### config.mk
export PLATFORM = sky130hd
export DESIGN_NAME = gbs_overlap
export DESIGN_NICKNAME = d
export VERILOG_FILES = /design/src/rtl/gbs_pkg.sv /design/src/rtl/gbs_overlap.sv
export VERILOG_INCLUDE_DIRS = /design/src /design/src/rtl
export SDC_FILE = /design/constraint.sdc
export NUM_CORES = 2
export LEC_CHECK = 0
export ABC_AREA = 1
export BUFFER_PORTS_ARGS = -buffer_cell sky130_fd_sc_hd__buf_2
export CORE_UTILIZATION = 30
export DETAILED_ROUTE_END_ITERATION = 8
export GPL_ROUTABILITY_DRIVEN = 0
export PLACE_DENSITY = 0.52
export SLEW_MARGIN = 30
export SYNTH_ARGS = -nofsm -noshare
export SYNTH_HDL_FRONTEND = slang
export SYNTH_SLANG_ARGS = --single-unit
### constraint.sdc
create_clock -name clk -period 7.8 [get_ports clk]
set_clock_uncertainty 0.05 [all_clocks]
set_input_delay 1.56 -clock clk [delete_from_list [all_inputs] [get_ports clk]]
set_output_delay 1.56 -clock clk [all_outputs]
set_load 0.02 [all_outputs]
### src/rtl/greedy_box_suppressor_assert.svh
// assertion macros for the box suppressor
`ifndef GREEDY_BOX_SUPPRESSOR_ASSERT_SVH
`define GREEDY_BOX_SUPPRESSOR_ASSERT_SVH
`ifndef SYNTHESIS
`define GBS_ASSERT_IMP(label, clk, rst_n, ante, cons) \
  label: assert property (@(posedge clk) disable iff (!rst_n) (ante) |-> (cons)) \
    else $error("assertion failed");
`define GBS_ASSERT_NXT(label, clk, rst_n, ante, cons) \
  label: assert property (@(posedge clk) disable iff (!rst_n) (ante) |=> (cons)) \
    else $error("assertion failed");
`else
`define GBS_ASSERT_IMP(label, clk, rst_n, ante, cons)
`define GBS_ASSERT_NXT(label, clk, rst_n, ante, cons)
`endif
`endif

### src/rtl/gbs_pkg.sv
// shared constants and types for the box suppressor
`timescale 1ns / 1ps
package gbs_pkg;
  localparam int unsigned MAX_KEPT_DEF = 128;
  localparam logic [15:0] IOU_RESET = 16'd42598;

  // box geometry as stored in the kept list
  typedef struct packed {
    logic [14:0]        h;
    logic [14:0]        w;
    logic signed [15:0] y;
    logic signed [15:0] x;
  } box_t;

  // one-dimensional overlap of two spans, at most 17 bits
  function automatic logic [16:0] span(input logic signed [15:0] a0, input logic [14:0] alen,
                                       input logic signed [15:0] b0, input logic [14:0] blen);
    logic signed [17:0] lo;
    logic signed [17:0] ea;
    logic signed [17:0] eb;
    logic signed [17:0] hi;
    logic signed [17:0] d;
    lo = (a0 > b0) ? 18'(a0) : 18'(b0);
    ea = 18'(a0) + $signed({3'b000, alen});
    eb = 18'(b0) + $signed({3'b000, blen});
    hi = (ea < eb) ? ea : eb;
    d  = hi - lo;
    span = (hi > lo) ? d[16:0] : 17'd0;
  endfunction
endpackage

### src/rtl/gbs_overlap.sv
// pipelined intersection-over-union compare against one kept box
`timescale 1ns / 1ps
`include "greedy_box_suppressor_assert.svh"
module gbs_overlap (
  input  logic              clk,
  input  logic              rst_n,
  input  logic              vld_i,
  input  gbs_pkg::box_t     cur_i,
  input  gbs_pkg::box_t     kept_i,
  input  logic              lbl_eq_i,
  input  logic [15:0]       thr_i,
  output logic              vld_o,
  output logic              hit_o
);
  // stage 1: spans and areas
  logic        s1_vld_r;
  logic        s1_eq_r;
  logic [16:0] s1_sx_r;
  logic [16:0] s1_sy_r;
  logic [29:0] s1_aa_r;
  logic [29:0] s1_ab_r;
  // stage 2: intersection and area sum
  logic        s2_vld_r;
  logic        s2_eq_r;
  logic [33:0] s2_in_r;
  logic [30:0] s2_as_r;
  // stage 3: union
  logic        s3_vld_r;
  logic        s3_eq_r;
  logic [33:0] s3_in_r;
  logic [30:0] s3_un_r;
  // stage 4: threshold product and zero-union flag
  logic        s4_vld_r;
  logic        s4_eq_r;
  logic [33:0] s4_in_r;
  logic        s4_z_r;
  logic [46:0] s4_pr_r;

  always_ff @(posedge clk) begin
    if (!rst_n) begin
      s1_vld_r <= 1'b0;
      s2_vld_r <= 1'b0;
      s3_vld_r <= 1'b0;
      s4_vld_r <= 1'b0;
    end else begin
      s1_vld_r <= vld_i;
      s2_vld_r <= s1_vld_r;
      s3_vld_r <= s2_vld_r;
      s4_vld_r <= s3_vld_r;
    end
    s1_eq_r <= lbl_eq_i;
    s1_sx_r <= gbs_pkg::span(cur_i.x, cur_i.w, kept_i.x, kept_i.w);
    s1_sy_r <= gbs_pkg::span(cur_i.y, cur_i.h, kept_i.y, kept_i.h);
    s1_aa_r <= 30'(cur_i.w) * 30'(cur_i.h);
    s1_ab_r <= 30'(kept_i.w) * 30'(kept_i.h);
    s2_eq_r <= s1_eq_r;
    s2_in_r <= 34'(s1_sx_r) * 34'(s1_sy_r);
    s2_as_r <= 31'(s1_aa_r) + 31'(s1_ab_r);
    s3_eq_r <= s2_eq_r;
    s3_in_r <= s2_in_r;
    // intersection never exceeds either area, so this never goes negative
    s3_un_r <= s2_as_r - s2_in_r[30:0];
    s4_eq_r <= s3_eq_r;
    s4_in_r <= s3_in_r;
    s4_z_r  <= (s3_un_r == 31'd0);
    s4_pr_r <= 47'(s3_un_r) * 47'(thr_i);
  end

  assign vld_o = s4_vld_r;
  assign hit_o = s4_eq_r && !s4_z_r && ({s4_in_r, 16'h0000} > 50'(s4_pr_r));

  `GBS_ASSERT_NXT(a_pipe_flow, clk, rst_n, vld_i, s1_vld_r)
  `GBS_ASSERT_IMP(a_zero_union, clk, rst_n, s4_vld_r && s4_z_r, !hit_o)
  `GBS_ASSERT_IMP(a_label_gate, clk, rst_n, s4_vld_r && !s4_eq_r, !hit_o)
endmodule

Yosys cells after proc, flatten, opt, wreduce, memory -nomap -nowiden --
Index checks and enable logic that the tools add are counted.
Word-level totals: register bits after elaboration 314, output and inout bits 2, word-level logic and storage cells 46
Operators by class: add/subtract/negate cells 8, multipliers 4, $lt $le $gt $ge 7, multiplexer cells 4, reduce and logical (&&, ||, !) cells 4
Operators with widths (count):
- 18-bit 2-to-1 mux | 4
- 16-bit by 16-bit adder with 17-bit output | 4
- 15-bit by 15-bit multiplier with 30-bit output | 2
- 50-bit by 47-bit greater-than comparator with 1-bit output | 1
- 31-bit by 16-bit multiplier with 47-bit output | 1
- 18-bit greater-than comparator | 2
- 17-bit < comparator | 2
- 17-bit by 17-bit multiplier with 34-bit output | 1
- 17-bit subtractor | 2
- 16-bit greater-than comparator | 2
- 30-bit by 30-bit adder with 31-bit output | 1
- 31-bit logical NOT | 1
- 31-bit subtractor | 1
- 1-bit logical AND | 2
- 1-bit logical NOT | 1

Depth between registers and ports, before layout --
depth in word-level cells 4, gate-level depth with buffers 44

Least setup slack after synthesis --
OpenSTA, ideal clock, no wires.
kind input to register, from input kept_i[48] in the netlist's numbering, to register s1_sy_r[10], library setup time 64 ps, data arrival time 6629 ps, data required time 7686 ps, setup slack 1057 ps, stages on the path 41, buffers on the path 5, path through clkbuf_1 clkbuf_1 inv_1 fa_1 nand3b_1 nand2_1 nand2_1 nand3_1 nand2_1 o21ai_0 xor2_1 inv_1 ha_1 nand2_1 nor2_1 nand3_1 nand3_1 nand2_1 [5 not listed] nand2_4 nand2_4 nand2_4 buf_12 nand3_1 nand2_1 ha_1 fa_1 o21ai_1 nand2_1 nand2_1 nand3_1 nand2_1 a211oi_1 o22a_1 buf_2 buf_2 nor2_1
Between the ends: cells in the longest elaborated chain, start to end 4, elaborated cells on any way between the ends 5, classes of those cells add/sub: 2; order compare: 2; mux: 1
RTL lines:
- start, declared | RTL line gbs_overlap.sv:9 | input gbs_pkg::box_t kept_i,
- 16-bit by 16-bit adder with 17-bit output * | RTL line gbs_pkg.sv:25 | eb = 18'(b0) + $signed({3'b000, blen});
- 17-bit < comparator | RTL line gbs_pkg.sv:26 | hi = (ea < eb) ? ea : eb;
- 18-bit 2-to-1 mux * | RTL line gbs_pkg.sv:26
- 17-bit subtractor or 18-bit greater-than comparator (tied branches) | RTL line gbs_pkg.sv:27, gbs_pkg.sv:28
- end signal, assigned | RTL line gbs_overlap.sv:53 | s1_sy_r <= gbs_pkg::span(cur_i.y, cur_i.h, kept_i.y, kept_i.h);
- end, declared | RTL line gbs_overlap.sv:19 | logic [16:0] s1_sy_r;
Mark *: on every way between the ends. The rest lies on a longest branch, timed or not. A chain may end at the register's enable or synchronous reset.

Worst setup path in the final report --
from input thr_i[3], to register s4_pr_r[39]
Between the ends: cells in the longest elaborated chain, start to end 1
RTL lines:
- start, declared | RTL line gbs_overlap.sv:11 | input logic [15:0] thr_i,
- 31-bit by 16-bit multiplier with 47-bit output | RTL line gbs_overlap.sv:66 | s4_pr_r <= 47'(s3_un_r) * 47'(thr_i);
- end signal, assigned | RTL line gbs_overlap.sv:66
- end, declared | RTL line gbs_overlap.sv:37 | logic [46:0] s4_pr_r;
Every way passes these cells.

==> impl_results.md <==
- Status: completed
- Via/cell ratio: 4.62
- DRT Pass-1 Iters: 6
- Gate Count Post-Synth: 7710
- Post-DP HPWL: 147 mm
- Post-CTS setup buffers: 0
- CTS tree: done
- Post-synth top area share: 32.8%
- Layout Cells excl Fill: 10400
- Most frequent cell on the critical path: inv_1
- Total CTS buffers: 37
- WL final: 174 mm
- Slew headroom: 32.2%
- Fin crit share: 92.7%
- Crit Path Max Fanout: 25
- Synth Cell Area: 59200 µm²
- First-pass GRT wire length: 279 mm
- Register area: 6290 µm²
- Synthesis-stage register bit count: 314
- Setup TNS: 0 ns
- Critical Path Start Type: primary input
- Synthesized area per cell: 7.68 µm²
- Crit-path max cell delay: 0.54 ns
- Post-synth EDFFs: 0
- GRT busiest layer: met2
- Met3 Usage GRT: 1.87%
- Final hold violations: 0
- # resized after CTS: 0
- Top_reg_cell synth: dfxtp_1
- Worst setup EP type: register
- Routed Antenna Nets: 0
- Std-Cell Rows: 162
- 1st-iter DRT viols: 2846
- Initial Util: 30.3%
- Routed via count: 48000
- Fmax: 138 MHz
- Syn_nets: 9486
- Grt ovf: 0
- Fin area: 64200 µm²
- Setup violators final: 0
- Area of the multi-input gates: 44400 µm²
- Fin crit period: 7.23 ns
- NumNets Final: 9491
- Die X: 446 µm
- Top cells by count, synth: inv_1 (1982), nand2_1 (1982), fa_1 (970), ha_1 (662), dfxtp_1 (314)
- Hold crit path type: reg2reg
- Max cap viols: 0
- Synth area leaders: fa_1 (33%), ha_1 (14%), inv_1 (13%), nand2_1 (13%), dfxtp_1 (11%)
- I/O Buffers: 145
- Cts hold-fix bufs: 0
- RSZ-0062 raised after global routing: false
- Clk Latency, worst-skew pair: 0.57 ns
- Area grow syn2layout: 8.39%
- Crit path max-delay cell type: fa_1
- Post-synthesis sequential area ratio: 10.6%
- H-tree Lvls: 2
- Cell area after placement: 62800 µm²
- Distinct cell type count after synthesis: 60
- Synthesis warning total: 0
- Met1 Usage GRT: 23.2%
- DP Cell Count: 10300
- Reg2reg setup slack: 1.18 ns
- Ports: 146
- Fill cells: 21100
- Drc violations: 0
- Tightest Pin Transition: 1.02 ns
- Crit-path cells: buf_2 -> nand2_1 -> fa_1 -> inv_1 -> fa_1 -> inv_1 -> fa_1 -> inv_1 -> fa_1 -> fa_1 -> inv_1 -> fa_1 -> inv_1 -> ha_1 -> nand2_1 -> nor2_1 -> inv_1 -> nor2_1 -> inv_1 -> nor4_1 -> nand3_1 -> nand3_1 -> xor2_1
- Clk sinks: 314
- Die area: 199000 µm²
- Yosys top cell by area: fa_1
- Final core occ: 32.8%
- Clk buf depth: 3
- Core area: 195000 µm²
- Die H: 446 µm
- Worst EP arrival: 7.67 ns
- CP required: 8.24 ns
- Routed length per placed instance: 16.7 µm
- Max-slew violations: 0
- Asr flop ratio synth: 0%
- Reg clk slew, reported paths: 0.06 ns
- Initial antenna violation count: 8
- Layout cells sized above 1: 4.69%
- GRT met2 Usage: 30.3%
- Root buf cell: clkbuf_16
- Gr usage total: 17.7%
- Crit Path Category: in2reg
- Number of global-route vias before repair: 50700
- Largest net degree at the start of global routing: 32
[through the flow]
| step | hold slack [ns] | setup slack, ns |
|---|---|---|
| after floorplan | 0.260 | 1.06 |
| after global placement | 0.261 | 0.153 |
| after detailed placement | 0.262 | 0.197 |
| after CTS | 0.275 | 0.785 |
| after global routing | 0.280 | 0.345 |
| final | 0.274 | 0.567 |
[worst max-delay path, delay by kind of cell]
kind                     cells  cell delay (ns)
adder cells (fa/ha/maj)      7             3.42
AND/OR/NAND/NOR              7             1.51
buffers and inverters        8             0.95
XOR/XNOR                     1             0.18
[layer usage]
layer  wire [µm]  up-vias
li1            -    22900
met1       77200    23600
met2       82700     1213
met3        7920      232
met4        5780        6
met5          37        -
[cells in the final DEF, fill, tap and decap left out, types with 38 or more instances in the layout]
cell       instances
buf_4             79
nor2_1           245
a21o_1            39
nor3_1            45
ha_1             662
fa_1             970
o21ai_0          137
dfxtp_1          311
clkbuf_16         38
a21oi_1          305
buf_2            145
nand3_1          200
nand2_1         1982
inv_1           1982
xnor2_1           84
xor2_1           167
[worst paths after layout]
check                              to  cells after the start                 from
setup / recovery  s4_pr_r[39]$_DFF_P_                     23             thr_i[3]
hold / removal    s4_in_r[23]$_DFF_P_                      0  s3_in_r[23]$_DFF_P_
setup reg to reg  s4_pr_r[39]$_DFF_P_                     22  s3_un_r[22]$_DFF_P_
hold reg to reg   s4_in_r[23]$_DFF_P_                      0  s3_in_r[23]$_DFF_P_
[registers in the layout, summed over array words and instances (netlist names), 17 cells and up]
signal   cells
s4_pr_r     47
s2_in_r     34
s3_in_r     34
s4_in_r     34
s2_as_r     31
s3_un_r     31
s1_aa_r     30
s1_ab_r     30
s1_sx_r     17
s1_sy_r     17
[area by class of cell]
cell class                      instances  area share [%]
Multi-Input combinational cell       5150            69.2
Inverter                             1985            11.6
Sequential cell                       314            9.80
Tap cell                             2624            5.12
Timing Repair Buffer                  227            2.15
Clock buffer                           47            1.58
Clock inverter                         21           0.509
Antenna cell                           10          0.0390
[logic make-up (layout without fill, tap and decap cells)]
logic type,Yosys count,after routing,synth area share (%)
flops,314,314,10.6
fa+ha+maj,1632,1632,46.8
buf+inv,2246,2280,14.4
compound gates,643,643,6.30
xor+xnor,252,252,3.74
other cells,0,10,0
simple gates,2623,2623,18.1
Power is left out: the tool's default activity adds up to more than one toggle a clock period on the data nets, which glitch-free logic cannot reach.
